===== src/rtl/idq_pkg.sv =====
`timescale 1ns / 1ps

package idq_pkg;

  // Ring geometry
  localparam int DEPTH      = 64;
  localparam int DATA_WIDTH = 32;
  localparam int ADDR_W     = $clog2(DEPTH);
  localparam int CNT_W      = $clog2(DEPTH + 1);
  localparam int SUM_W      = ADDR_W + 1;

  // Request codes
  typedef enum logic [2:0] {
    REQ_PUSH_FRONT = 3'd0,
    REQ_PUSH_BACK  = 3'd1,
    REQ_POP_FRONT  = 3'd2,
    REQ_POP_BACK   = 3'd3,
    REQ_READ_AT    = 3'd4,
    REQ_WRITE_AT   = 3'd5
  } req_t;

  // Status codes
  typedef enum logic [1:0] {
    ST_OK    = 2'd0,
    ST_FULL  = 2'd1,
    ST_EMPTY = 2'd2,
    ST_RANGE = 2'd3
  } status_t;

  typedef struct packed {
    logic [2:0]  req_type;
    logic [5:0]  position;
    logic [31:0] data_in;
  } in_beat_t;

  typedef struct packed {
    logic [31:0] read_data;
    logic [1:0]  status;
    logic [6:0]  entry_count;
  } out_beat_t;

  // Physical slot of the entry at offset off from base, modulo DEPTH
  function automatic logic [ADDR_W-1:0] slot_of(logic [ADDR_W-1:0] base,
                                                logic [ADDR_W-1:0] off);
    logic [SUM_W-1:0] sum;
    sum = {1'b0, base} + {1'b0, off};
    if (sum >= SUM_W'(DEPTH)) begin
      sum = sum - SUM_W'(DEPTH);
    end
    return sum[ADDR_W-1:0];
  endfunction

endpackage


===== src/rtl/idq_ram.sv =====
`timescale 1ns / 1ps

module idq_ram #(
  parameter int WIDTH = 32,
  parameter int DEPTH = 64
) (
  input  logic                     clk,
  input  logic                     we,
  input  logic                     re,
  input  logic [$clog2(DEPTH)-1:0] addr,
  input  logic [WIDTH-1:0]         wdata,
  output logic [WIDTH-1:0]         rdata
);

  logic [WIDTH-1:0] mem [DEPTH];
  logic [WIDTH-1:0] rdata_r;

  // Write one entry, register the read word
  always_ff @(posedge clk) begin
    if (we) begin
      mem[addr] <= wdata;
    end
    if (re) begin
      rdata_r <= mem[addr];
    end
  end

  assign rdata = rdata_r;

endmodule


===== src/rtl/indexed_deque_store.sv =====
`timescale 1ns / 1ps

// Channel   Dir  Handshake            Beat type
// in_       in   in_valid / in_stall   idq_pkg::in_beat_t  (req_type, position, data_in)
// out_      out  out_valid / out_stall idq_pkg::out_beat_t (read_data, status, entry_count)
//
// One request per cycle while in_stall is low; each result passes the read stage, then
// the output register. Front pointer and count live in registers; entries live in a
// single-port RAM written in the accept cycle and read through a registered port.
// Reset clears pointer, count and valid flags; the entry RAM is not cleared.
// A stalled output holds one result and one more in the read stage, then in_stall rises.

module indexed_deque_store (
  input  logic               clk,
  input  logic               rst_n,
  input  logic               in_valid,
  output logic               in_stall,
  input  idq_pkg::in_beat_t  in_data,
  output logic               out_valid,
  input  logic               out_stall,
  output idq_pkg::out_beat_t out_data
);

  logic [idq_pkg::ADDR_W-1:0] front_r, front_nxt;
  logic [idq_pkg::CNT_W-1:0]  count_r, count_nxt;

  logic                   s1_valid_r;
  idq_pkg::status_t       s1_status_r;
  logic [idq_pkg::CNT_W-1:0] s1_count_r;
  logic                   s1_rd_r;

  logic               out_valid_r;
  idq_pkg::out_beat_t out_data_r;

  logic                       accept, s1_adv;
  logic                       ram_we, ram_re, rd_hit;
  logic [idq_pkg::ADDR_W-1:0] ram_addr;
  logic [idq_pkg::DATA_WIDTH-1:0] ram_rdata;
  idq_pkg::status_t           status;
  logic                       full, empty, out_range;
  logic [idq_pkg::ADDR_W-1:0] pos_off;

  assign s1_adv   = !out_valid_r || !out_stall;
  assign in_stall = s1_valid_r && !s1_adv;
  assign accept   = in_valid && !in_stall;

  assign full      = (count_r == idq_pkg::CNT_W'(idq_pkg::DEPTH));
  assign empty     = (count_r == '0);
  assign out_range = ({{(idq_pkg::CNT_W > 6 ? idq_pkg::CNT_W - 6 : 0){1'b0}},
                       in_data.position} >= count_r);
  assign pos_off   = idq_pkg::ADDR_W'(in_data.position);

  // Decode request: pick slot, status and next pointer and count
  always_comb begin
    front_nxt = front_r;
    count_nxt = count_r;
    status    = idq_pkg::ST_OK;
    ram_we    = 1'b0;
    ram_re    = 1'b0;
    rd_hit    = 1'b0;
    ram_addr  = front_r;
    case (idq_pkg::req_t'(in_data.req_type))
      idq_pkg::REQ_PUSH_FRONT: begin
        if (full) begin
          status = idq_pkg::ST_FULL;
        end else begin
          ram_addr  = idq_pkg::slot_of(front_r, idq_pkg::ADDR_W'(idq_pkg::DEPTH - 1));
          front_nxt = ram_addr;
          count_nxt = count_r + idq_pkg::CNT_W'(1);
          ram_we    = 1'b1;
        end
      end
      idq_pkg::REQ_PUSH_BACK: begin
        if (full) begin
          status = idq_pkg::ST_FULL;
        end else begin
          ram_addr  = idq_pkg::slot_of(front_r, count_r[idq_pkg::ADDR_W-1:0]);
          count_nxt = count_r + idq_pkg::CNT_W'(1);
          ram_we    = 1'b1;
        end
      end
      idq_pkg::REQ_POP_FRONT: begin
        if (empty) begin
          status = idq_pkg::ST_EMPTY;
        end else begin
          front_nxt = idq_pkg::slot_of(front_r, idq_pkg::ADDR_W'(1));
          count_nxt = count_r - idq_pkg::CNT_W'(1);
        end
      end
      idq_pkg::REQ_POP_BACK: begin
        if (empty) begin
          status = idq_pkg::ST_EMPTY;
        end else begin
          count_nxt = count_r - idq_pkg::CNT_W'(1);
        end
      end
      idq_pkg::REQ_READ_AT: begin
        if (out_range) begin
          status = idq_pkg::ST_RANGE;
        end else begin
          ram_addr = idq_pkg::slot_of(front_r, pos_off);
          ram_re   = 1'b1;
          rd_hit   = 1'b1;
        end
      end
      idq_pkg::REQ_WRITE_AT: begin
        if (out_range) begin
          status = idq_pkg::ST_RANGE;
        end else begin
          ram_addr = idq_pkg::slot_of(front_r, pos_off);
          ram_we   = 1'b1;
        end
      end
      default: begin
      end
    endcase
  end

  idq_ram #(
    .WIDTH (idq_pkg::DATA_WIDTH),
    .DEPTH (idq_pkg::DEPTH)
  ) u_ram (
    .clk   (clk),
    .we    (accept && ram_we),
    .re    (accept && ram_re),
    .addr  (ram_addr),
    .wdata (idq_pkg::DATA_WIDTH'(in_data.data_in)),
    .rdata (ram_rdata)
  );

  // Advance pointer, count, read stage and output register
  always_ff @(posedge clk) begin
    if (!rst_n) begin
      front_r     <= '0;
      count_r     <= '0;
      s1_valid_r  <= 1'b0;
      out_valid_r <= 1'b0;
    end else begin
      if (s1_valid_r && s1_adv) begin
        out_valid_r <= 1'b1;
      end else if (!out_stall) begin
        out_valid_r <= 1'b0;
      end
      if (accept) begin
        front_r    <= front_nxt;
        count_r    <= count_nxt;
        s1_valid_r <= 1'b1;
      end else if (s1_adv) begin
        s1_valid_r <= 1'b0;
      end
    end
  end

  // Hold payload of the read stage and output beat
  always_ff @(posedge clk) begin
    if (accept) begin
      s1_status_r <= status;
      s1_count_r  <= count_nxt;
      s1_rd_r     <= rd_hit;
    end
    if (s1_valid_r && s1_adv) begin
      out_data_r.read_data   <= s1_rd_r ? 32'(ram_rdata) : 32'd0;
      out_data_r.status      <= s1_status_r;
      out_data_r.entry_count <= 7'(s1_count_r);
    end
  end

  assign out_valid = out_valid_r;
  assign out_data  = out_data_r;

endmodule


===== config.mk =====
export PLATFORM = sky130hd
export DESIGN_NAME = indexed_deque_store
export DESIGN_NICKNAME = d
export VERILOG_FILES = /design/src/rtl/idq_pkg.sv /design/src/rtl/idq_ram.sv /design/src/rtl/indexed_deque_store.sv
export SDC_FILE = /design/constraint.sdc
export NUM_CORES = 2
export LEC_CHECK = 0
export BUFFER_PORTS_ARGS = -buffer_cell sky130_fd_sc_hd__buf_2
export CORE_AREA = 4 4 356 428
export DETAILED_ROUTE_END_ITERATION = 6
export DIE_AREA = 0 0 360 432
export MAX_ROUTING_LAYER = met4
export PLACE_DENSITY_LB_ADDON = 0.1
export SYNTH_ARGS = -nofsm -noshare
export SYNTH_HDL_FRONTEND = slang
export SYNTH_SLANG_ARGS = --single-unit

===== constraint.sdc =====
create_clock -name clk -period 4.9 [get_ports clk]
set_input_delay 0.245 -clock clk [delete_from_list [all_inputs] [get_ports clk]]
set_output_delay 0.245 -clock clk [all_outputs]
set_load 0.005 [all_outputs]

**Yosys cells after proc, flatten, opt, wreduce, memory -nomap -nowiden**

Memories as Yosys holds them, arrays and structs flattened. A register that Yosys moved wholly into a read port is not among the register bits.
Cells that the tools add are included.
W data, S select, Z words.

- Register bits: 66
- Bits in writable memories: 2,048
- Input port bits: 45
- Output and inout port bits: 43
- Memories kept: 1

Memories:

| name | words | bits a word | read ports | clocked after memory_dff | write ports | line | source |
|---|---|---|---|---|---|---|---|
| u_ram.mem | 64 | 32 | 1 | 1 | 1 | idq_ram.sv:15 | `logic [WIDTH-1:0] mem [DEPTH];` |

- $add $sub $neg: 10
- $lt $le $gt $ge: 5
- Eq/ne operators: 8
- Muxes and demuxes: 27
- Reduce and logical (&&, ||, !) cells: 18

Operator list:

| cell | count |
|---|---|
| $mux W6 | 8 |
| $ge A7 B7 Y1 const B | 4 |
| $sub A6 B1 Y6 const B | 4 |
| $pmux W6 S3 | 1 |
| $add A6 B6 Y7 | 2 |
| $mux W7 | 2 |
| $pmux W7 S2 | 1 |
| $pmux W6 S2 | 1 |
| $mux W1 | 10 |
| $add A6 B1 Y7 const B | 1 |
| $add A6 B6 Y7 const B | 1 |
| $add A7 B1 Y7 const B | 1 |
| $eq A7 B7 Y1 const B | 1 |
| $ge A6 B7 Y1 | 1 |
| $logic_not A7 Y1 | 1 |
| $sub A7 B1 Y7 const B | 1 |
| $eq A3 B2 Y1 const B | 2 |
| $eq A3 B3 Y1 const B | 2 |
| $pmux W2 S3 | 1 |
| $reduce_or A2 Y1 | 3 |
| $logic_and A1 B1 Y1 | 5 |
| $logic_not A1 Y1 | 4 |
| $mux W2 | 2 |
| $reduce_bool A2 Y1 | 2 |
| 7 further kinds | 7 |

**Longest topological paths before layout**

- Word-level depth: 9
- Depth in mapped cells: 16
- Mapped depth without buffers: 12

**By module**

A second synthesis with hierarchy kept.

- Cells, all modules: 4,596
- Area total of the unflattened synthesis: 82,970.8 um^2

Modules (own cells, without submodules):

| module | instances | cells an instance | area each (um^2) | sequential area each (um^2) |
|---|---|---|---|---|
| idq_ram | 1 | 4,239 | 79,248.5 | 62,459.9 |
| indexed_deque_store | 1 | 357 | 3,722.3 | 1,831.8 |

**Worst setup path before layout**

OpenSTA, ideal clock, no wires.

- Path type: reg2reg
- Start point: reg count_r[4] (netlist name)
- End point: mem u_ram.mem[24][0], enable pin
- Setup time: 0.421 ns
- Arrival: 4.458 ns
- Data required time: 4.479 ns
- Path slack: 0.021 ns
- Stages on the path, launching flop included: 14
- Clock period less this slack: 4.879 ns
- Cells stage by stage: dfxtp_1 > clkbuf_1 > inv_1 > ha_1 > and4_1 > clkbuf_1 > a211o_1 > or2_2 > a32oi_1 > buf_2 > buf_2 > clkbuf_1 > nand3_1 > nor2_1

- Longest elaborated chain between the ends: 6

RTL lines:

| what | line | source |
|---|---|---|
| from (decl) | indexed_deque_store.sv:25 | `logic [idq_pkg::CNT_W-1:0] count_r, count_nxt;` |
| from (signal assigned) | indexed_deque_store.sv:146 | `count_r <= count_nxt;` |
| branches (longest 6 deep; another with $add A6 B6 Y7) | -- |  |
| to (decl) | idq_ram.sv:15 |  |

Several ways; the timed one is not identified.

**Worst setup path after layout**

- Start point: reg front_r[1] (netlist name)
- End point: reg u_ram.rdata_r[21], in the netlist u_ram.rdata[21] (read register of u_ram.mem), data pin

- Longest elaborated chain between the ends: 5

RTL lines:

| what | line | source |
|---|---|---|
| from (decl) | indexed_deque_store.sv:24 | `logic [idq_pkg::ADDR_W-1:0] front_r, front_nxt;` |
| from (signal assigned) | indexed_deque_store.sv:145 | `front_r <= front_nxt;` |
| $add A6 B6 Y7 | idq_pkg.sv:46 | `sum = {1'b0, base} + {1'b0, off};` |
| $sub A6 B1 Y6 or $ge A7 B7 Y1 (tied branches) | idq_pkg.sv:48, idq_pkg.sv:47 |  |
| $mux W6 | idq_pkg.sv:47 | `if (sum >= SUM_W'(DEPTH)) begin` |
| $mux W6, on equally long branches | -- |  |
| $pmux W6 S3 * | indexed_deque_store.sv:62 | `case (idq_pkg::req_t'(in_data.req_type))` |
| to (decl) | idq_ram.sv:16 | `logic [WIDTH-1:0] rdata_r;` |

Mark *: on every way between the ends. The rest lies on a longest branch, timed or not.
A chain may end at the register's enable or synchronous reset.

==> results <==
- The number of post-CTS setup repair buffers is 0.
- The number of antenna violations at the first check in global routing came to 10.
- The tree is rooted in a sky130_fd_sc_hd__clkbuf_16.
- The completed layout was analyzed and its total power is 0.04068 W.
- The part of the Yosys area used for sequential elements is 0.7672.
- At the end of routability-driven placement, the weighted congestion stood at 0.9213.
- The number of warning messages in the yosys log is 0.
- The total overflow reported by the global router is 0.
- The fraction of layout cells with a size suffix above 1 is 0.1285.
- The endpoint arrival time on the critical path is 5.17 ns.
- Max-cap violations in this run came to 0.
- The initial utilization of the core area, before any placement, comes to 0.5656.
- The share of flip-flops with an asynchronous set or reset after synthesis is 0.
- After clock tree synthesis, the clock-pin slew on the worst setup and hold paths is 0.06 ns.
- The final-report setup violation count is 0.
- The share of total power dissipated in the clock network is 0.364.
- For this design the static power due to leakage is 31.46 nW.
- Of the total power, registers draw 0.501.
- In this run the remaining antenna-violating nets after routing total 0.
- The total standard cell area after synthesis is 83,800 um^2.
- The synthesized design contains 2,131 enable-type register cells.
- Of all nets on the critical path, the largest fanout is 36.
- 88 I/O pins were placed.
- At the worst endpoint, the required time is 5.44 ns.
- The average detailed-routed wire length per instance is 29.86 um.
- The number of port buffers is 87.
- The via count normalized by instance count is 6.546.
- The floorplan row count is 155.
- The total of hold buffers inserted after clock tree synthesis is 6.
- The overall routing resource usage is 0.2974.
- The TritonCTS buffer count is 198.
- The run finished with clean final reports.
- For this run, the post-layout net count is 5,545.
- The number of gates resized after CTS was 0.
- The worst setup path is launched from a flop.
- In the finished design, the share of the clock period the worst path needs comes to 0.9448.
- The post-synthesis cell count is 5,310.
- The floorplan step set the die height to 432 um.
- The number of hold violations in the final report was 0.
- The pre-antenna-repair detailed-routing pass consisted of 6 iterations.
- The via count of the first global-routing pass is 48,230.
- Setup repair after global routing left no endpoint under its margin.
- The placed instances occupy a cell area of 88,420 um^2.
- In the synthesized netlist, the cells that appear most often are sky130_fd_sc_hd__edfxtp_1, sky130_fd_sc_hd__nand2_1, sky130_fd_sc_hd__a21oi_1.
- In the final layout, the multi-input gates occupy 18,280 um^2.
- For this run, the share of the core covered by cells in the final layout is 0.6387.
- The switching power of the nets is 0.01028 W.
- The die covers 155,500 um^2.
- After detailed routing, the number of remaining DRC violations is 0.
- The fmax is 216.0 MHz.
- After synthesis the netlist holds a flip-flop and latch count of 2,146.
- The share of synthesized area in the top cell type comes to 0.7636.
- The pin count of the biggest net entering global routing is 114.
- The count of filler cells inserted in the layout is 10,590.
- The first-pass GRT wire length is 330,300 um.
- The switching power share of the total is 0.2528.
- The maximum level of the CTS H-tree is 4.
- The CTS tree is yes.
- The routed design has 227,300 um of wire.
- From left edge to right edge, the die measures 360 um.
- The actual slew at the worst max-slew pin is 1.293 ns.
- The count of distinct cell types in the synthesized netlist is 73.
- The clock net in this run drives a total of 2,146 sinks.
- Compared with the post-synthesis result, the final layout area differs by 12.94%.
- After routing the design area is 94,640 um^2.
- By area the synthesized netlist is led by sky130_fd_sc_hd__edfxtp_1, sky130_fd_sc_hd__nand2_1, sky130_fd_sc_hd__mux2i_1, sky130_fd_sc_hd__a21oi_1, sky130_fd_sc_hd__a221oi_1.
- In this run, the number of DRC markers left after iteration 0 of detailed routing was 5,693.
- The normalized max-slew margin is 0.1382.
- At the later pin of the worst-skew pair, clock insertion delay measures 0.84 ns.
- The number of vias in the routed layout is 49,820.
- The number of max-slew violations in the final report is 0.
- For the finished layout, the period the worst path requires is 4.629 ns.
- The total internal power is 0.03040 W.
- The kind of end point of the critical path is a flop.
- Of the total power, combinational logic draws 0.135.
- The sequential standard cell area is 64,290 um^2.
- Counting every net in the synthesized netlist gives 5,377.
- The mean instance size in the synthesized netlist is 15.78 um^2.
- The clock skew is 0.03401 ns.
- The final setup TNS is 0 ns.
- The area inside the core boundary is 148,200 um^2.
- The leading register cell type out of synthesis is sky130_fd_sc_hd__edfxtp_1.
- The longest clock path from root to sink contains 3 buffers.
- The synthesized design spends more area on one cell type than any other, namely sky130_fd_sc_hd__edfxtp_1.
- The detailed placer's ending HPWL is 127,500 um.
- sky130_fd_sc_hd__edfxtp_1 is the most common cell in the netlist.
- The path category of the worst min-delay check is input port to flop.
- The worst-case IR drop observed on VDD is 414.0 uV.
- By startpoint and endpoint, the worst setup path is classified as flop to flop.
- The areal power density over the cells is 429.8 nW/um^2.
-- flip-flops by register name (all words and copies together), names as in the netlist --
name	flops
out_valid	1
s1_count_r	7
front_r	6
s1_valid_r	1
u_ram.mem	2048
out_data	41
s1_rd_r	1
count_r	7
u_ram.rdata	32
s1_status_r	2
-- per-layer routing --
metal | wire [um] | GRT usage | vias up
met2 | 112100 | 0.4759 | 2557
met5 | 0 | - | -
met1 | 88450 | 0.3952 | 25500
li1 | - | - | 21350
met4 | 7213 | 0.09653 | 0
met3 | 19510 | 0.04981 | 418
-- logic make-up (layout without fill, tap and decap cells) --
logic type,after synthesis,count (layout),synth area share
xor gates and xnor gates,14,14,0.001463
AOI/OAI and AO/OA,1079,1079,0.09658
and+or+nand+nor,1370,1370,0.06924
DFF,2146,2146,0.7672
other,0,7,0
muxes,294,294,0.03990
adders and majority gates,22,22,0.003464
buffers and inverters,385,717,0.02214
-- path summary, 6_finish.rpt --
path         depth (start not counted)     startpoint  slack [ns]               end
max                                 11     front_r[1]        0.27   u_ram.rdata[21]
min                                  2     in_data[1]        0.07  u_ram.mem[15][1]
max reg2reg                         11     front_r[1]        0.27   u_ram.rdata[21]
min reg2reg                          0  s1_count_r[4]        0.42       out_data[4]
-- power by group through the flow --
stage                     Combinational, W  Sequential, W  Clock (W)
after detailed placement           0.00543         0.0208          0
after CTS                          0.00545         0.0204     0.0150
after global routing               0.00584         0.0204     0.0157
after floorplan                    0.00330         0.0207          0
after global placement             0.00536         0.0208          0
final                              0.00549         0.0204     0.0148
-- area by class of cell --
type / count / area share
tap: 1962 / 0.02594
antenna: 7 / 0.0001851
clock buffer: 264 / 0.05653
clock inverter: 100 / 0.008303
sequential: 2146 / 0.6793
timing repair buffer: 338 / 0.03591
inverter: 15 / 0.0005949
multi-input combinational: 2779 / 0.1932
-- layout by cell type (no fill, tap or decap), types with 31 or more instances in the layout --
cell and count:
sky130_fd_sc_hd__o311ai_1 31, sky130_fd_sc_hd__nor3_1 42, sky130_fd_sc_hd__nor2_4 70, sky130_fd_sc_hd__mux2i_1 262
sky130_fd_sc_hd__a311oi_1 62, sky130_fd_sc_hd__buf_2 87, sky130_fd_sc_hd__nand2_1 937, sky130_fd_sc_hd__o21ai_1 32
sky130_fd_sc_hd__and3_1 96, sky130_fd_sc_hd__o221ai_1 34, sky130_fd_sc_hd__nand4_1 40, sky130_fd_sc_hd__a21oi_1 308
sky130_fd_sc_hd__o22ai_1 36, sky130_fd_sc_hd__clkinv_2 36, sky130_fd_sc_hd__buf_12 85, sky130_fd_sc_hd__edfxtp_1 2131
sky130_fd_sc_hd__clkinv_1 41, sky130_fd_sc_hd__a221oi_1 158, sky130_fd_sc_hd__nor2_1 62, sky130_fd_sc_hd__clkbuf_1 58
sky130_fd_sc_hd__nand3_1 49, sky130_fd_sc_hd__buf_4 160, sky130_fd_sc_hd__a22oi_1 64, sky130_fd_sc_hd__clkbuf_16 204
sky130_fd_sc_hd__mux4_2 32, sky130_fd_sc_hd__and2_1 37, sky130_fd_sc_hd__a32oi_1 100, sky130_fd_sc_hd__a211o_1 34
sky130_fd_sc_hd__a32o_1 32
-- worst max-delay path: stages (launching register included) --
cell	delay [ns]
sky130_fd_sc_hd__dfxtp_1	0.65
sky130_fd_sc_hd__ha_1	0.33
sky130_fd_sc_hd__a211oi_1	0.31
sky130_fd_sc_hd__o21bai_1	0.12
sky130_fd_sc_hd__a21oi_1	0.19
sky130_fd_sc_hd__xor2_1	0.35
sky130_fd_sc_hd__or2_2	0.23
sky130_fd_sc_hd__a32o_4	0.37
sky130_fd_sc_hd__buf_4	0.62
sky130_fd_sc_hd__a221oi_1	0.13
sky130_fd_sc_hd__o32ai_1	0.76
sky130_fd_sc_hd__o311ai_1	0.22
-- metrics by stage --
stage | hold WS (ns) | worst slack (ns) | instances
3_3_place_gp | 0.4042 | 0.4678 | 7234
6_report | 0.07333 | 0.2707 | 7611
3_5_place_dp | 0.4045 | 0.3199 | 7234
5_1_grt | 0.07786 | 0.1273 | 7607
2_1_floorplan | 0.3439 | 0.02055 | 5310
4_1_cts | 0.03157 | 0.2949 | 7604
Note: power is estimated with default switching activity, not from simulation.
